==> src/rtl/tbps_pkg.sv <==
// ----------------------------------------------------------------------------
// tbps_pkg
// shared types and constants of the token bucket packet shaper
// ----------------------------------------------------------------------------
package tbps_pkg;

    // configuration port
    localparam int CFG_IDX_W  = 2;
    localparam int CFG_DATA_W = 10;

    localparam logic [CFG_IDX_W-1:0] REG_TOKEN_LIMIT = 2'd0;
    localparam logic [CFG_IDX_W-1:0] REG_QUEUE_LIMIT = 2'd1;

    localparam int TOK_LIM_W = 10;
    localparam int Q_LIM_W   = 5;
    localparam int SIZE_W    = 6;
    localparam int TOTAL_W   = 32;

    localparam logic [TOK_LIM_W-1:0] TOKEN_LIMIT_RST = 10'd64;
    localparam logic [Q_LIM_W-1:0]   QUEUE_LIMIT_RST = 5'd16;

    // request kinds
    localparam logic REQ_TOKEN  = 1'b0;
    localparam logic REQ_PACKET = 1'b1;

    // controller to datapath
    typedef struct packed {
        logic capture;
        logic exec;
        logic rd_en;
        logic commit;
    } t_ctrl_cmd;

    // datapath to controller
    typedef struct packed {
        logic is_pkt;
    } t_ctrl_sts;

endpackage

==> src/rtl/token_bucket_packet_shaper.sv <==
// ----------------------------------------------------------------------------
// token_bucket_packet_shaper
// token bucket shaper with a packet size queue and saturating loss counters
// ----------------------------------------------------------------------------
//  channel   direction  handshake                       beat contents
//  s_axis    in         s_axis_tvalid / s_axis_tready   tuser req_type, tdata pkt_size
//  m_axis    out        m_axis_tvalid / m_axis_tready   tdata one result per input beat
//  cfg       in         i_cfg_valid / o_cfg_ready       i_cfg_index, i_cfg_data
//
//  a packet arrival passes through the READ state, which a token tick skips;
//  it holds the registered read of the queue head from the size ram
//  next input beat is taken once the previous result is loaded in the output
//  register, which then waits for m_axis_tready without blocking new input
//  synchronous active-low reset, no clearing pass: queue entries are read
//  only after being written; cfg writes are taken every cycle
// ----------------------------------------------------------------------------
module token_bucket_packet_shaper
    import tbps_pkg::*;
#(
    parameter int QUEUE_DEPTH = 16,
    parameter int TOKEN_WIDTH = 10
) (
    input  logic                  i_clk,
    input  logic                  i_rst_n,
    // input beats
    input  logic                  s_axis_tvalid,
    output logic                  s_axis_tready,
    input  logic [7:0]            s_axis_tdata,  // [5:0] pkt_size
    input  logic [0:0]            s_axis_tuser,  // [0] req_type
    // result beats
    output logic                  m_axis_tvalid,
    input  logic                  m_axis_tready,
    // [0] sent, [6:1] sent_size, [7] packet_lost, [8] token_rejected,
    // then tokens_held, queue_fill, lost_total, rejected_total
    output logic [((73 + TOKEN_WIDTH + $clog2(QUEUE_DEPTH + 1) + 7) / 8) * 8 - 1:0]
                                  m_axis_tdata,
    // configuration writes
    input  logic                  i_cfg_valid,
    output logic                  o_cfg_ready,
    input  logic [CFG_IDX_W-1:0]  i_cfg_index,
    input  logic [CFG_DATA_W-1:0] i_cfg_data
);

    localparam int CW    = $clog2(QUEUE_DEPTH + 1);
    localparam int OUT_W = ((73 + TOKEN_WIDTH + CW + 7) / 8) * 8;

    t_ctrl_cmd w_cmd;
    t_ctrl_sts w_sts;

    // config registers are always writable
    assign o_cfg_ready = 1'b1;

    tbps_ctrl u_ctrl (
        .i_clk       (i_clk),
        .i_rst_n     (i_rst_n),
        .i_in_valid  (s_axis_tvalid),
        .o_in_ready  (s_axis_tready),
        .o_out_valid (m_axis_tvalid),
        .i_out_ready (m_axis_tready),
        .i_sts       (w_sts),
        .o_cmd       (w_cmd)
    );

    tbps_datapath #(
        .QUEUE_DEPTH (QUEUE_DEPTH),
        .TOKEN_WIDTH (TOKEN_WIDTH),
        .OUT_W       (OUT_W)
    ) u_datapath (
        .i_clk       (i_clk),
        .i_rst_n     (i_rst_n),
        .i_cmd       (w_cmd),
        .o_sts       (w_sts),
        .i_in_type   (s_axis_tuser[0]),
        .i_in_size   (s_axis_tdata[SIZE_W-1:0]),
        .i_cfg_wr    (i_cfg_valid),
        .i_cfg_index (i_cfg_index),
        .i_cfg_data  (i_cfg_data),
        .o_result    (m_axis_tdata)
    );

endmodule

==> src/rtl/tbps_ram.sv <==
// ----------------------------------------------------------------------------
// tbps_ram
// generic simple dual-port ram, one write and one registered read port
// ----------------------------------------------------------------------------
module tbps_ram #(
    parameter int WIDTH = 8,
    parameter int DEPTH = 16
) (
    input  logic                     i_clk,
    input  logic                     i_wr_en,
    input  logic [$clog2(DEPTH)-1:0] i_wr_addr,
    input  logic [WIDTH-1:0]         i_wr_data,
    input  logic                     i_rd_en,
    input  logic [$clog2(DEPTH)-1:0] i_rd_addr,
    output logic [WIDTH-1:0]         o_rd_data
);

    logic [WIDTH-1:0] r_mem [DEPTH];
    logic [WIDTH-1:0] r_rd_data;

    always_ff @(posedge i_clk) begin
        if (i_wr_en) begin
            r_mem[i_wr_addr] <= i_wr_data;
        end
        if (i_rd_en) begin
            r_rd_data <= r_mem[i_rd_addr];
        end
    end

    assign o_rd_data = r_rd_data;

endmodule

==> src/rtl/tbps_ctrl.sv <==
// ----------------------------------------------------------------------------
// tbps_ctrl
// sequencer of the shaper: accept, update, head read, release and result beat
// ----------------------------------------------------------------------------
module tbps_ctrl
    import tbps_pkg::*;
(
    input  logic      i_clk,
    input  logic      i_rst_n,
    input  logic      i_in_valid,
    output logic      o_in_ready,
    output logic      o_out_valid,
    input  logic      i_out_ready,
    input  t_ctrl_sts i_sts,
    output t_ctrl_cmd o_cmd
);

    typedef enum logic [3:0] {
        S_IDLE  = 4'b0001,
        S_EXEC  = 4'b0010,
        S_READ  = 4'b0100,
        S_CHECK = 4'b1000
    } t_state;

    t_state r_state, n_state;
    logic   r_out_valid, n_out_valid;
    logic   w_commit;

    assign w_commit = (r_state == S_CHECK) && (!r_out_valid || i_out_ready);

    always_comb begin
        n_state = r_state;
        case (r_state)
            S_IDLE: begin
                if (i_in_valid) begin
                    n_state = S_EXEC;
                end
            end
            S_EXEC: begin
                n_state = i_sts.is_pkt ? S_READ : S_CHECK;
            end
            S_READ: begin
                n_state = S_CHECK;
            end
            S_CHECK: begin
                if (w_commit) begin
                    n_state = S_IDLE;
                end
            end
            default: begin
                n_state = S_IDLE;
            end
        endcase
    end

    always_comb begin
        if (w_commit) begin
            n_out_valid = 1'b1;
        end else if (i_out_ready) begin
            n_out_valid = 1'b0;
        end else begin
            n_out_valid = r_out_valid;
        end
    end

    always_ff @(posedge i_clk) begin
        if (!i_rst_n) begin
            r_state     <= S_IDLE;
            r_out_valid <= 1'b0;
        end else begin
            r_state     <= n_state;
            r_out_valid <= n_out_valid;
        end
    end

    assign o_in_ready    = (r_state == S_IDLE);
    assign o_out_valid   = r_out_valid;
    assign o_cmd.capture = (r_state == S_IDLE) && i_in_valid;
    assign o_cmd.exec    = (r_state == S_EXEC);
    assign o_cmd.rd_en   = (r_state == S_READ);
    assign o_cmd.commit  = w_commit;

endmodule

==> src/rtl/tbps_datapath.sv <==
// ----------------------------------------------------------------------------
// tbps_datapath
// token count, size queue, saturating counters, limits and result register
// ----------------------------------------------------------------------------
module tbps_datapath
    import tbps_pkg::*;
#(
    parameter int QUEUE_DEPTH = 16,
    parameter int TOKEN_WIDTH = 10,
    parameter int OUT_W       = 88
) (
    input  logic                  i_clk,
    input  logic                  i_rst_n,
    input  t_ctrl_cmd             i_cmd,
    output t_ctrl_sts             o_sts,
    input  logic                  i_in_type,
    input  logic [SIZE_W-1:0]     i_in_size,
    input  logic                  i_cfg_wr,
    input  logic [CFG_IDX_W-1:0]  i_cfg_index,
    input  logic [CFG_DATA_W-1:0] i_cfg_data,
    output logic [OUT_W-1:0]      o_result
);

    localparam int AW  = $clog2(QUEUE_DEPTH);
    localparam int CW  = $clog2(QUEUE_DEPTH + 1);
    localparam int TLW = (TOKEN_WIDTH > TOK_LIM_W) ? TOKEN_WIDTH : TOK_LIM_W;
    localparam int SW  = (TOKEN_WIDTH > SIZE_W) ? TOKEN_WIDTH : SIZE_W;
    localparam int CLW = (CW > Q_LIM_W) ? CW : Q_LIM_W;

    logic [TOK_LIM_W-1:0]   r_tok_lim;
    logic [Q_LIM_W-1:0]     r_q_lim;
    logic                   r_type;
    logic [SIZE_W-1:0]      r_size;
    logic [TOKEN_WIDTH-1:0] r_tc;
    logic [AW-1:0]          r_head, r_tail;
    logic [CW-1:0]          r_cnt;
    logic [TOTAL_W-1:0]     r_lost_tot, r_rej_tot;
    logic                   r_lost_f, r_rej_f;

    logic                   r_o_sent, r_o_lost, r_o_rej;
    logic [SIZE_W-1:0]      r_o_size;
    logic [TOKEN_WIDTH-1:0] r_o_tc;
    logic [CW-1:0]          r_o_cnt;
    logic [TOTAL_W-1:0]     r_o_lost_tot, r_o_rej_tot;

    logic [SIZE_W-1:0]      w_rd_data;
    logic                   w_tok_room, w_q_room, w_release, w_wr_en;
    logic [TOKEN_WIDTH-1:0] w_tc_rel;
    logic [AW-1:0]          w_head_nxt, w_tail_nxt;

    assign w_tok_room = (r_tc != {TOKEN_WIDTH{1'b1}}) && (TLW'(r_tc) < TLW'(r_tok_lim));
    assign w_q_room   = (r_cnt < CW'(QUEUE_DEPTH)) && (CLW'(r_cnt) < CLW'(r_q_lim));
    assign w_wr_en    = i_cmd.exec && (r_type == REQ_PACKET) && w_q_room;
    assign w_release  = (r_type == REQ_PACKET) && (r_cnt != '0)
                        && (SW'(w_rd_data) <= SW'(r_tc));
    assign w_tc_rel   = TOKEN_WIDTH'(SW'(r_tc) - SW'(w_rd_data));
    assign w_head_nxt = (r_head == AW'(QUEUE_DEPTH - 1)) ? '0 : r_head + 1'b1;
    assign w_tail_nxt = (r_tail == AW'(QUEUE_DEPTH - 1)) ? '0 : r_tail + 1'b1;

    tbps_ram #(
        .WIDTH (SIZE_W),
        .DEPTH (QUEUE_DEPTH)
    ) u_queue (
        .i_clk     (i_clk),
        .i_wr_en   (w_wr_en),
        .i_wr_addr (r_tail),
        .i_wr_data (r_size),
        .i_rd_en   (i_cmd.rd_en),
        .i_rd_addr (r_head),
        .o_rd_data (w_rd_data)
    );

    // control state
    always_ff @(posedge i_clk) begin
        if (!i_rst_n) begin
            r_tok_lim  <= TOKEN_LIMIT_RST;
            r_q_lim    <= QUEUE_LIMIT_RST;
            r_tc       <= '0;
            r_head     <= '0;
            r_tail     <= '0;
            r_cnt      <= '0;
            r_lost_tot <= '0;
            r_rej_tot  <= '0;
        end else begin
            if (i_cfg_wr) begin
                case (i_cfg_index)
                    REG_TOKEN_LIMIT: r_tok_lim <= i_cfg_data[TOK_LIM_W-1:0];
                    REG_QUEUE_LIMIT: r_q_lim   <= i_cfg_data[Q_LIM_W-1:0];
                    default: begin
                    end
                endcase
            end
            if (i_cmd.exec) begin
                if (r_type == REQ_TOKEN) begin
                    if (w_tok_room) begin
                        r_tc <= r_tc + 1'b1;
                    end else if (r_rej_tot != '1) begin
                        r_rej_tot <= r_rej_tot + 1'b1;
                    end
                end else begin
                    if (w_q_room) begin
                        r_tail <= w_tail_nxt;
                        r_cnt  <= r_cnt + 1'b1;
                    end else if (r_lost_tot != '1) begin
                        r_lost_tot <= r_lost_tot + 1'b1;
                    end
                end
            end
            if (i_cmd.commit && w_release) begin
                r_tc   <= w_tc_rel;
                r_head <= w_head_nxt;
                r_cnt  <= r_cnt - 1'b1;
            end
        end
    end

    // item, flags and result beat
    always_ff @(posedge i_clk) begin
        if (i_cmd.capture) begin
            r_type <= i_in_type;
            r_size <= i_in_size;
        end
        if (i_cmd.exec) begin
            r_lost_f <= (r_type == REQ_PACKET) && !w_q_room;
            r_rej_f  <= (r_type == REQ_TOKEN) && !w_tok_room;
        end
        if (i_cmd.commit) begin
            r_o_sent     <= w_release;
            r_o_size     <= w_release ? w_rd_data : '0;
            r_o_lost     <= r_lost_f;
            r_o_rej      <= r_rej_f;
            r_o_tc       <= w_release ? w_tc_rel : r_tc;
            r_o_cnt      <= w_release ? r_cnt - 1'b1 : r_cnt;
            r_o_lost_tot <= r_lost_tot;
            r_o_rej_tot  <= r_rej_tot;
        end
    end

    assign o_sts.is_pkt = (r_type == REQ_PACKET);
    assign o_result = OUT_W'({r_o_rej_tot, r_o_lost_tot, r_o_cnt, r_o_tc,
                              r_o_rej, r_o_lost, r_o_size, r_o_sent});

endmodule

==> config.mk <==
export PLATFORM = sky130hd
export DESIGN_NAME = token_bucket_packet_shaper
export DESIGN_NICKNAME = d
export VERILOG_FILES = /design/src/rtl/tbps_pkg.sv /design/src/rtl/token_bucket_packet_shaper.sv /design/src/rtl/tbps_ram.sv /design/src/rtl/tbps_ctrl.sv /design/src/rtl/tbps_datapath.sv
export SDC_FILE = /design/constraint.sdc
export NUM_CORES = 1
export LEC_CHECK = 0
export BUFFER_PORTS_ARGS = -buffer_cell sky130_fd_sc_hd__buf_2
export CAP_MARGIN = 20
export CORE_MARGIN = 5
export CORE_UTILIZATION = 66
export CTS_BUF_LIST = sky130_fd_sc_hd__clkbuf_2 sky130_fd_sc_hd__clkbuf_4 sky130_fd_sc_hd__clkbuf_8
export CTS_CLUSTER_DIAMETER = 50
export CTS_CLUSTER_SIZE = 10
export DETAILED_ROUTE_END_ITERATION = 7
export PLACE_DENSITY = 0.88
export SYNTH_ARGS = -nofsm -noshare
export SYNTH_HDL_FRONTEND = slang
export SYNTH_SLANG_ARGS = --single-unit
==> constraint.sdc <==
create_clock -name i_clk -period 10.3 [get_ports i_clk]
set_input_delay 1.545 -clock i_clk [delete_from_list [all_inputs] [get_ports i_clk]]
set_output_delay 1.545 -clock i_clk [all_outputs]
set_load 0.03 [all_outputs]
==> results.md <==
- Comb pwr share: ~2.0%
- Max Transition Viols Final: 0
- Metal3 WL: between 1500 and 2000 um
- Clk slew on worst S/H paths: 0.07 ns
- Chip width: between 150 and 200 um
- Yosys top cell by area: edfxtp_1
- Hold Buf Count CTS: 0
- Initial antenna violation count: 0
- Unrepaired setup endpoints after global routing: no
- Count of flip-flops with a built-in enable after synthesis: 199
- Type of origin of the critical path: primary input
- Seq pwr share: 58.8%
- Die Area: 22,520 um2
- Vias in the first global route: 8,243
- TNS Setup: 0 ns
- Worst-margin pin slew: between 1 and 1.5 ns
- Yosys cell types: 71
- DR pass1 iterations: 5
- HPWL after DPL: 17,970 um
- Clock Sinks: 306
- Synth top area cells: edfxtp_1, dfxtp_1, mux4_2, ha_1, a21oi_1
- Synthesized netlist net count: approximately 1,100
- Post-Route WL: 26,580 um
- I/O pins: 117
- Share of flip-flops with an asynchronous set or reset: 0%
- Core area: 19,400 um2
- Fin worst setup slack: between 7 and 8 ns
- Met1 WL: roughly 11,000 um
- Ant diodes: 0
- Leak: ~5 nW
- Post-route ant nets: 0
- Grt total ovfl: 0
- Final nets: 1,182
- DR vias/cell: a little over 6
- Worst Setup Path Type: primary input to flip-flop
- Final Hold Viols: 0
- P&R area growth vs syn: 12.24%
- Initial Util: between 60% and 70%
- CTS buffer count: 37
- First-pass GRT wire length: between 40,000 and 50,000 um
- CTS tree: built
- Setup Skew: 0.01926 ns
- Root Buffer: clkbuf_8
- Final GP Congestion: 0.8181
- Yosys reg bits: 306
- Worst Setup End Kind: flip-flop
- NetSw: 0.4516 mW
- Clk network pwr share: 39.3%
- Overall Global Routing Usage: 24.00%
- Share of cells above drive strength 1: 21.30%
- Fin crit share: 31.66%
- Fin crit period: 3.261 ns
- Std cell rows: 51
- Slew Limit Headroom: between 20 and 25%
- Port buffer count: 113
- 1st-iter DRT viols: 736
- Die H: between 150 and 200 um
- Internal: 1.795 mW
- CTS resizes: 0
- Routed length per instance: roughly 19 um
- Yosys top cell area share: a little under half
- Warnings, synthesis: 0
- Largest net degree at the start of global routing: 89
- Max Buffers Root-to-Sink: 3
- Number of remaining DRC errors: 0
- WL met2: ~13,000 um
- MaxCap Viol Count: 0
- Finish-stage setup viols: 0
- H-tree levels: 2
- Sw Share: 20.10%
- Skew-Pair Late Insertion Delay: 0.53 ns
- Top_reg_cell synth: edfxtp_1
- PwrDens: ~150 nW/um2
- Highest routed layer: met4
- Setup slack at placement: 6.558 ns
- Crit path max fanout: 56
- Syn Area/Cell: 12.76 um2
- Worst vdd rail ir drop: 0.1244 mV
- CP arrival: 3.74 ns
- Hold Crit Class: flip-flop to flip-flop
- Mapped Area: 12,950 um2
- Postcts setup bufs: 0
- Req. time, crit path: 10.78 ns
- Seq/Total Area, Yosys: 62.70%
- Achievable frequency: 0.3067 GHz
- Via count: ~8,700
- Post-Syn Instances: 1,015
- Status: finished clean
-- cell type report --
cell class              count  area (um2)
multi-input cells         625        4492
well taps                 265       331.6
fillers                  1199        4866
inverters                  32       120.1
clock inverters             4       48.80
clock buffers              64       730.7
flip-flops and latches    306        8118
repair buffers            124       691.9
-- through the flow --
step	util [%]	area, um2	std cells	hold WS [ns]	power (mW)
CTS	74.68	14490	1417	0.4266	2.261
global route	74.92	14530	1420	0.4496	2.327
floorplan	-	12950	1015	0.4003	1.370
global placement	70.52	13680	1348	0.4002	1.387
finish	74.92	14530	1420	0.4256	2.246
detailed placement	70.66	13710	1349	0.4106	1.391
-- state kept, by name (all words and copies together) (netlist names), 6 cells and up --
signal	cells
u_datapath.u_queue.r_mem	96
u_datapath.r_lost_tot	32
u_datapath.r_o_lost_tot	32
u_datapath.r_o_rej_tot	32
u_datapath.r_rej_tot	32
u_datapath.r_o_tc	10
u_datapath.r_tc	10
u_datapath.r_tok_lim	10
u_datapath.r_o_size	6
u_datapath.r_size	6
u_datapath.u_queue.o_rd_data	6
-- worst paths after layout --
| path | start | endpoint | slack [ns] | cells after the start |
|---|---|---|---|---|
| setup / recovery | i_rst_n | u_datapath.r_lost_tot[4] | 7.04 | 5 |
| hold / removal | u_datapath.r_lost_f | u_datapath.r_o_lost | 0.43 | 0 |
| hold reg to reg | u_datapath.r_lost_f | u_datapath.r_o_lost | 0.43 | 0 |
| setup reg to reg | u_datapath.r_tc[3] | u_datapath.r_rej_tot[3] | 7.11 | 8 |
-- placed cells by master (no fill, tap or decap), types with 15 or more instances in the layout --
master,Yosys,routed
a21oi_1,71,71
buf_2,7,113
clkbuf_4,0,24
clkbuf_8,0,40
dfxtp_1,107,107
edfxtp_1,199,199
ha_1,29,29
inv_1,32,31
mux2i_1,15,15
mux4_2,30,30
nand2_1,61,61
nand2b_1,15,15
nand3_1,31,31
nand4_1,18,18
nor2_1,79,79
nor3_1,19,19
o21ai_0,30,30
o31ai_1,15,15
or3_1,26,26
or4_1,18,18
xnor2_1,18,18
-- worst max-delay path, stage by stage --
cell	delay, ns
buf_2	0.57
inv_2	0.43
buf_4	0.45
or4_1	0.60
nand2_1	0.09
-- cells in the mapped netlist, types with 4 or more instances --
cell,n
edfxtp_1,199
dfxtp_1,107
nor2_1,79
a21oi_1,71
nand2_1,61
clkbuf_1,33
inv_1,32
nand3_1,31
mux4_2,30
o21ai_0,30
ha_1,29
or3_1,26
nor3_1,19
nand4_1,18
or4_1,18
xnor2_1,18
mux2i_1,15
nand2b_1,15
o31ai_1,15
and2_1,14
xor2_1,12
and3_1,11
o21ai_1,9
a31oi_1,8
nor2b_1,8
and4_1,7
buf_2,7
buf_4,7
o21a_1,7
nor4_1,6
nor4b_1,5
buf_1,4
mux2_2,4
-- kinds of logic after synthesis --
family                   Yosys count  synth area share [%]
AO/OA/AOI/OAI                    175                 8.379
XOR/XNOR                          30                 2.029
adder cells (fa/ha/maj)           30                 2.957
buffers and inverters             84                 2.764
flip-flops                       306                 62.70
multiplexers                      49                 6.726
other                              1               0.02896
AND/OR/NAND/NOR                  340                 14.42
-- per-layer routing --
metal	vias to the layer above	global-route usage (%)
met5	-	0
met4	0	7.502
li1	4073	-
met2	320	40.57
met1	4250	32.22
met3	48	3.937
-- power groups by stage --
stage	clock network, mW	logic, mW	registers (mW)
after floorplan	0	0.0274	1.34
after global placement	0	0.0417	1.35
after detailed placement	0	0.0431	1.35
after CTS	0.897	0.0434	1.32
after global routing	0.958	0.0484	1.32
final	0.882	0.0439	1.32
(Power assumes the default switching activity.)
